### config.mk
export PLATFORM = sky130hd
export DESIGN_NAME = indexed_insert_remove_queue
export DESIGN_NICKNAME = d
export VERILOG_FILES = /design/src/hdl/iirq_pkg.sv /design/src/hdl/iirq_ctrl.sv /design/src/hdl/iirq_dpath.sv /design/src/hdl/indexed_insert_remove_queue.sv
export SDC_FILE = /design/constraint.sdc
export NUM_CORES = 2
export LEC_CHECK = 0
export BUFFER_PORTS_ARGS = -buffer_cell sky130_fd_sc_hd__clkbuf_2
export CAP_MARGIN = 20
export CORE_MARGIN = 2
export CORE_UTILIZATION = 55
export DETAILED_ROUTE_END_ITERATION = 10
export HOLD_SLACK_MARGIN = 0.12
export PLACE_DENSITY = 0.72
export SETUP_SLACK_MARGIN = 0.4
export SLEW_MARGIN = 30
export SYNTH_ARGS = -nofsm -noshare
export SYNTH_HDL_FRONTEND = slang
export SYNTH_SLANG_ARGS = --single-unit
export TNS_END_PERCENT = 30
### constraint.sdc
create_clock -name aclk -period 12.5 [get_ports aclk]
set_input_delay 1.875 -clock aclk [delete_from_list [all_inputs] [get_ports aclk]]
set_output_delay 1.875 -clock aclk [all_outputs]
set_load 0.02 [all_outputs]
### src/hdl/iirq_pkg.sv
`timescale 1ns / 1ps
`default_nettype none
package iirq_pkg;

    localparam int POS_BITS    = 5;
    localparam int OCC_BITS    = 5;
    localparam int IN_WORD_BITS  = 32;
    localparam int OUT_WORD_BITS = 32;

    typedef enum logic [1:0] {
        OP_ENQUEUE = 2'd0,
        OP_DEQUEUE = 2'd1,
        OP_INSERT  = 2'd2,
        OP_REMOVE  = 2'd3
    } op_t;

    typedef enum logic [1:0] {
        STAT_OK    = 2'd0,
        STAT_EMPTY = 2'd1,
        STAT_RANGE = 2'd2,
        STAT_FULL  = 2'd3
    } status_t;

    // datapath command for one accepted word
    typedef struct packed {
        logic shift_in;   // open a gap at cmd position and write the word
        logic shift_out;  // close the gap at cmd position
    } cmd_t;

endpackage
`default_nettype wire

### src/hdl/iirq_ctrl.sv
`timescale 1ns / 1ps
`default_nettype none
module iirq_ctrl #(
    parameter int DEPTH = 16
) (
    input  wire logic                                 aclk,
    input  wire logic                                 aresetn,
    input  wire logic                                 s_tvalid,
    output logic                                      s_tready,
    input  wire iirq_pkg::op_t                        op,
    input  wire logic [iirq_pkg::POS_BITS-1:0]        position,
    input  wire logic [$clog2(DEPTH+1)-1:0]           count,
    output logic                                      m_tvalid,
    input  wire logic                                 m_tready,
    output iirq_pkg::status_t                         status,
    output iirq_pkg::cmd_t                            cmd,
    output logic [$clog2(DEPTH)-1:0]                  cmd_pos
);
    import iirq_pkg::*;

    localparam int CW   = $clog2(DEPTH + 1);
    localparam int IW   = $clog2(DEPTH);
    localparam int CMPW = (CW > POS_BITS) ? CW : POS_BITS;

    localparam logic S_IDLE   = 1'b0;
    localparam logic S_RESULT = 1'b1;

    logic    state_reg, state_next;
    status_t status_reg, status_next;
    logic    accept;
    logic    is_empty, is_full;
    logic [CMPW-1:0] pos_w, cnt_w;
    cmd_t    cmd_raw;
    logic [IW-1:0] pos_raw;

    assign is_empty = (count == '0);
    assign is_full  = (count == CW'(DEPTH));
    assign pos_w    = CMPW'(position);
    assign cnt_w    = CMPW'(count);

    // a pending result is freed in the same cycle it is taken
    assign s_tready = (state_reg == S_IDLE) || m_tready;
    assign accept   = s_tvalid && s_tready;

    always_comb begin
        cmd_raw     = '0;
        pos_raw     = '0;
        status_next = STAT_OK;
        unique case (op)
            OP_ENQUEUE: begin
                if (is_full) begin
                    status_next = STAT_FULL;
                end else begin
                    cmd_raw.shift_in = 1'b1;
                    pos_raw = IW'(count);
                end
            end
            OP_DEQUEUE: begin
                if (is_empty) begin
                    status_next = STAT_EMPTY;
                end else begin
                    cmd_raw.shift_out = 1'b1;
                end
            end
            OP_INSERT: begin
                if (pos_w > cnt_w) begin
                    status_next = STAT_RANGE;
                end else if (is_full) begin
                    status_next = STAT_FULL;
                end else begin
                    cmd_raw.shift_in = 1'b1;
                    pos_raw = IW'(position);
                end
            end
            OP_REMOVE: begin
                if (is_empty) begin
                    status_next = STAT_EMPTY;
                end else if (pos_w >= cnt_w) begin
                    status_next = STAT_RANGE;
                end else begin
                    cmd_raw.shift_out = 1'b1;
                    pos_raw = IW'(position);
                end
            end
            default: status_next = STAT_OK;
        endcase
    end

    assign cmd     = accept ? cmd_raw : '0;
    assign cmd_pos = pos_raw;

    always_comb begin
        state_next = state_reg;
        unique case (state_reg)
            S_IDLE:   if (accept) state_next = S_RESULT;
            S_RESULT: if (m_tready && !accept) state_next = S_IDLE;
            default:  state_next = S_IDLE;
        endcase
    end

    always_ff @(posedge aclk) begin
        if (!aresetn) begin
            state_reg <= S_IDLE;
        end else begin
            state_reg <= state_next;
        end
    end

    always_ff @(posedge aclk) begin
        if (accept) begin
            status_reg <= status_next;
        end
    end

    assign m_tvalid = (state_reg == S_RESULT);
    assign status   = status_reg;

endmodule
`default_nettype wire

### src/hdl/iirq_dpath.sv
`timescale 1ns / 1ps
`default_nettype none
module iirq_dpath #(
    parameter int DEPTH     = 16,
    parameter int WORD_BITS = 32
) (
    input  wire logic                                   aclk,
    input  wire logic                                   aresetn,
    input  wire iirq_pkg::cmd_t                         cmd,
    input  wire logic [$clog2(DEPTH)-1:0]               cmd_pos,
    input  wire logic [iirq_pkg::IN_WORD_BITS-1:0]      item_word,
    output logic [$clog2(DEPTH+1)-1:0]                  count,
    output logic [iirq_pkg::OUT_WORD_BITS-1:0]          head_word,
    output logic [iirq_pkg::OUT_WORD_BITS-1:0]          tail_word
);
    import iirq_pkg::*;

    localparam int CW = $clog2(DEPTH + 1);
    localparam int IW = $clog2(DEPTH);

    logic [WORD_BITS-1:0] cell_reg [DEPTH];
    logic [WORD_BITS-1:0] cell_next [DEPTH];
    logic [CW-1:0]        count_reg, count_next;
    logic [WORD_BITS-1:0] word_in;
    logic [IW-1:0]        tail_idx;
    logic [63:0]          head_ext, tail_ext;

    assign word_in = WORD_BITS'(item_word);

    // every cell picks its neighbor, the new word, or itself
    always_comb begin
        for (int k = 0; k < DEPTH; k++) begin
            cell_next[k] = cell_reg[k];
            if (cmd.shift_in) begin
                if (IW'(k) == cmd_pos) begin
                    cell_next[k] = word_in;
                end else if (k > 0 && IW'(k) > cmd_pos) begin
                    cell_next[k] = cell_reg[(k > 0) ? k - 1 : 0];
                end
            end else if (cmd.shift_out) begin
                if (k < DEPTH - 1 && IW'(k) >= cmd_pos) begin
                    cell_next[k] = cell_reg[(k < DEPTH - 1) ? k + 1 : k];
                end
            end
        end
    end

    always_comb begin
        priority if (cmd.shift_in) begin
            count_next = count_reg + CW'(1);
        end else if (cmd.shift_out) begin
            count_next = count_reg - CW'(1);
        end else begin
            count_next = count_reg;
        end
    end

    always_ff @(posedge aclk) begin
        for (int k = 0; k < DEPTH; k++) begin
            cell_reg[k] <= cell_next[k];
        end
    end

    always_ff @(posedge aclk) begin
        if (!aresetn) begin
            count_reg <= '0;
        end else begin
            count_reg <= count_next;
        end
    end

    assign tail_idx = IW'(count_reg - CW'(1));
    assign head_ext = 64'(cell_reg[0]);
    assign tail_ext = 64'(cell_reg[tail_idx]);

    assign count     = count_reg;
    assign head_word = (count_reg == '0) ? '0 : head_ext[OUT_WORD_BITS-1:0];
    assign tail_word = (count_reg == '0) ? '0 : tail_ext[OUT_WORD_BITS-1:0];

endmodule
`default_nettype wire

### src/hdl/indexed_insert_remove_queue.sv
`timescale 1ns / 1ps
`default_nettype none
// A word's result is valid the cycle after it is accepted.
// One word per cycle while m_tready takes each result; insert and remove shift all
// cells behind the position in parallel.
// A pending result that is taken frees the input in the same cycle.
// Reset (aresetn low, synchronous) empties the queue and drops any pending result.
module indexed_insert_remove_queue #(
    parameter int DEPTH     = 16,
    parameter int WORD_BITS = 32
) (
    input  wire logic        aclk,
    input  wire logic        aresetn,
    input  wire logic        s_tvalid,
    output logic             s_tready,
    input  wire logic [39:0] s_tdata,   // operation[1:0], position[6:2], item_word[38:7]
    output logic             m_tvalid,
    input  wire logic        m_tready,
    output logic [71:0]      m_tdata    // status[1:0], occupancy[6:2], head_word[38:7],
                                        // tail_word[70:39]
);
    import iirq_pkg::*;

    localparam int CW = $clog2(DEPTH + 1);
    localparam int IW = $clog2(DEPTH);

    op_t                     op;
    logic [POS_BITS-1:0]     position;
    logic [IN_WORD_BITS-1:0] item_word;
    logic [CW-1:0]           count;
    status_t                 status;
    cmd_t                    cmd;
    logic [IW-1:0]           cmd_pos;
    logic [OUT_WORD_BITS-1:0] head_word, tail_word;

    assign op        = op_t'(s_tdata[1:0]);
    assign position  = s_tdata[6:2];
    assign item_word = s_tdata[38:7];

    iirq_ctrl #(
        .DEPTH(DEPTH)
    ) u_ctrl (
        .aclk     (aclk),
        .aresetn  (aresetn),
        .s_tvalid (s_tvalid),
        .s_tready (s_tready),
        .op       (op),
        .position (position),
        .count    (count),
        .m_tvalid (m_tvalid),
        .m_tready (m_tready),
        .status   (status),
        .cmd      (cmd),
        .cmd_pos  (cmd_pos)
    );

    iirq_dpath #(
        .DEPTH     (DEPTH),
        .WORD_BITS (WORD_BITS)
    ) u_dpath (
        .aclk      (aclk),
        .aresetn   (aresetn),
        .cmd       (cmd),
        .cmd_pos   (cmd_pos),
        .item_word (item_word),
        .count     (count),
        .head_word (head_word),
        .tail_word (tail_word)
    );

    assign m_tdata = {1'b0, tail_word, head_word, OCC_BITS'(count), status};

endmodule
`default_nettype wire
==> impl_metrics.yaml <==
outcome:
  status: "complete, no violations"
worst_setup_path:
  r2r_end: "u_dpath.cell_reg[8][0]$_DFFE_PP_"
  worstSetupPathType: "reg -> out"
  crit_buf_inv: 4
  r2r_slack_ns: 7.11
  slowest_stage: "dfxtp_4"
  crit_family: "buffers and inverters"
  endpoint_kind: "primary output"
  path_cells: "inv_1, ha_4, buf_4, buf_4, mux4_2, nor2b_1, a211oi_1, a211oi_1, clkbuf_2"
  start_kind: "flip-flop"
  slowest_delay_ns: 0.92
  r2r_cells: 10
  critPathRequiredTime_ns: 10.62
  crit_fanout: 42
  regToRegStartpoint: "u_dpath.count[0]$_SDFFE_PN0P_"
  cp.arrival_ns: 5.64
hold_path:
  min_to: "u_ctrl.m_tvalid$_SDFF_PN0_"
  hold_class: "reg -> reg"
  hold_path_depth: 2
  min_from: "u_ctrl.m_tvalid$_SDFF_PN0_"
synthesis:
  synth.distinct_cells: 72
  synth_area_sq_um: 32300
  ys_ff_latch: 520
  syn_inst: 2991
  avgSynthCellArea_sq_um: 10.8
  yosysWarnings: 0
  synth_top_flop_cell: "edfxtp_1"
  synth-edff-count: 514
  async_flop_share: 0
  mappedNetlistNets: 3043
  synth-seq-area-share: 0.481
sta:
  setup_violations: 0
  fmax_mhz: 133
  slew_headroom: 0.255
  final-max-slew-violation-count: 0
  finalCriticalPeriod_ns: 7.52
  worstMarginPinSlew_ns: 1.12
  tns_ns: 0
  worst_slack_ns: 4.98
  grt_setup_unrepaired: "no"
  timing_hold_violations_final: 0
  fin_skew_ns: 0.0404
  timing.final.crit_share: 0.601
place:
  detailed_place_hpwl_microns: 66000
  pre_cts_ws_ns: 5.82
  gp_congestion: 0.870
  port_buffers: 115
  placed_cell_area_sq_um: 33300
cells_and_area:
  final_common_cell: "edfxtp_1"
  seqCellArea_sq_um: 15600
  largest_register_ffs: 512
  multi_input_area_sq_um: 15500
  drive_above_1_share: 0.178
  area_growth_pct: 8.84
  finalCoreUtilization: 0.607
  fill_cells: 4728
  final_area_sq_um: 35200
  nets: 2909
  final_cell_mix: "514 x edfxtp_1, 501 x o211ai_1, 434 x nand2_1"
power:
  p_total_mw: 5.12
  ir_drop_mv: 0.139
  pwr_density_cell_nw_per_um2: 145
  p_leak_nw: 11.3
cts:
  insertion_delay_ns: 0.67
  cts.clk_slew.worst_paths_ns: 0.06
  cts-hold-fix-buffers: 0
  h-tree-depth: 2
  clock_path_buffers: 3
  cts_made_buffers: 56
  clock-sinks: 520
  cts_setup_buffers: 0
  cts-root-buf: "clkbuf_16"
  cts_resized: 0
  cts_tree: "yes"
detailed_routing:
  dr.first_iter.drc_count: 5753
  vias: 29857
  viasPerCell: 8.14
  drt-wirelength-per-cell_microns: 34.6
  drtAntennaViolNets: 0
  dr.pass1.iters: 9
  drc_errors: 0
  finalWirelength_microns: 127000
die:
  core_sq_um: 57900
  die_x_microns: 246
  die_area_sq_um: 60700
  start_util: 0.558
  rows: 88
  die_h_microns: 246
  ios: 118
grt:
  grt_overflow_total: 0
  grt_pass1_wl_microns: 185000
  antenna_found_initial: 2
  grt_pass1_vias: 28847
  grt_max_degree: 165
  grt.total_usage: 0.411
job:
  drv_cap: 0
[cell families after synthesis]
logic type      share of synthesized area
xor+xnor                         0.000813
compound gates                      0.252
buf+inv                            0.0542
fa+ha+maj                         0.00310
simple gates                       0.0971
other cells                      0.000116
flops                               0.481
mux                                 0.112
[power by group]
group / switching [mW] / internal, mW / total (mW) / leakage [nW]
sequential: 0.102 / 2.10 / 2.21 / 4.80
clock: 0.752 / 0.952 / 1.70 / 0.889
combinational: 0.821 / 0.386 / 1.21 / 5.58
[metal layers]
metal  track usage  vias to the layer above  share of wire
li1              -                    11739              -
met1         0.543                    14156           0.34
met2         0.586                     3300           0.42
met3         0.148                      658           0.17
met4         0.232                        4          0.066
met5       0.00490                        -        0.00041
[worst max-delay path by stage]
stage               slack, ns  cells after the start                           from                           endpoint
floorplan                6.15                     10                     s_tdata[5]   u_dpath.cell_reg[6][0]$_DFFE_PP_
global placement         5.92                      9  u_dpath.count[0]$_SDFFE_PN0P_                        m_tdata[58]
detailed placement       5.82                     10                     s_tdata[5]  u_dpath.cell_reg[7][23]$_DFFE_PP_
CTS                      5.20                      9  u_dpath.count[0]$_SDFFE_PN0P_                        m_tdata[58]
global route             4.88                      9  u_dpath.count[0]$_SDFFE_PN0P_                        m_tdata[58]
finish                   4.98                      9  u_dpath.count[0]$_SDFFE_PN0P_                        m_tdata[58]
[worst reg2reg max path, delay by kind of cell, from the launching register on]
family          cells  cell delay (ns)
simple gates        3             1.42
buf+inv             3             1.41
compound gates      3             1.04
flops               1             0.92
fa+ha+maj           1             0.25
[metrics by stage]
| step | instances | hold slack [ns] |
|---|---|---|
| finish | 3666 | 0.530 |
| global route | 3664 | 0.561 |
| CTS | 3663 | 0.530 |
| detailed placement | 3563 | 0.522 |
| global placement | 3559 | 0.510 |
| floorplan | 2991 | 0.529 |
[final cells by class]
type                       count  share of cell area
antenna                        2            0.000142
clock buffer                  63              0.0412
clock inverter                37              0.0101
inverter                      13             0.00160
multi-input combinational   2070               0.441
sequential                   520               0.442
tap                          765              0.0272
timing repair buffer         196              0.0365
[cell usage after synthesis, drive strengths merged (32+ instances only)]
cell type / number / area share
a31oi: 129 / 0.025
clkbuf: 247 / 0.029
nor2b: 65 / 0.013
nor2: 146 / 0.017
edfxtp: 514 / 0.48
o41ai: 32 / 0.0087
a21oi: 114 / 0.018
o21ai: 109 / 0.018
a211oi: 68 / 0.016
buf: 141 / 0.024
mux2: 32 / 0.011
o211ai: 513 / 0.12
nand2: 436 / 0.051
nand4: 39 / 0.0076
o311ai: 129 / 0.035
mux2i: 36 / 0.011
mux4: 128 / 0.089
No activity file was read; power rests on OpenSTA's default activity.
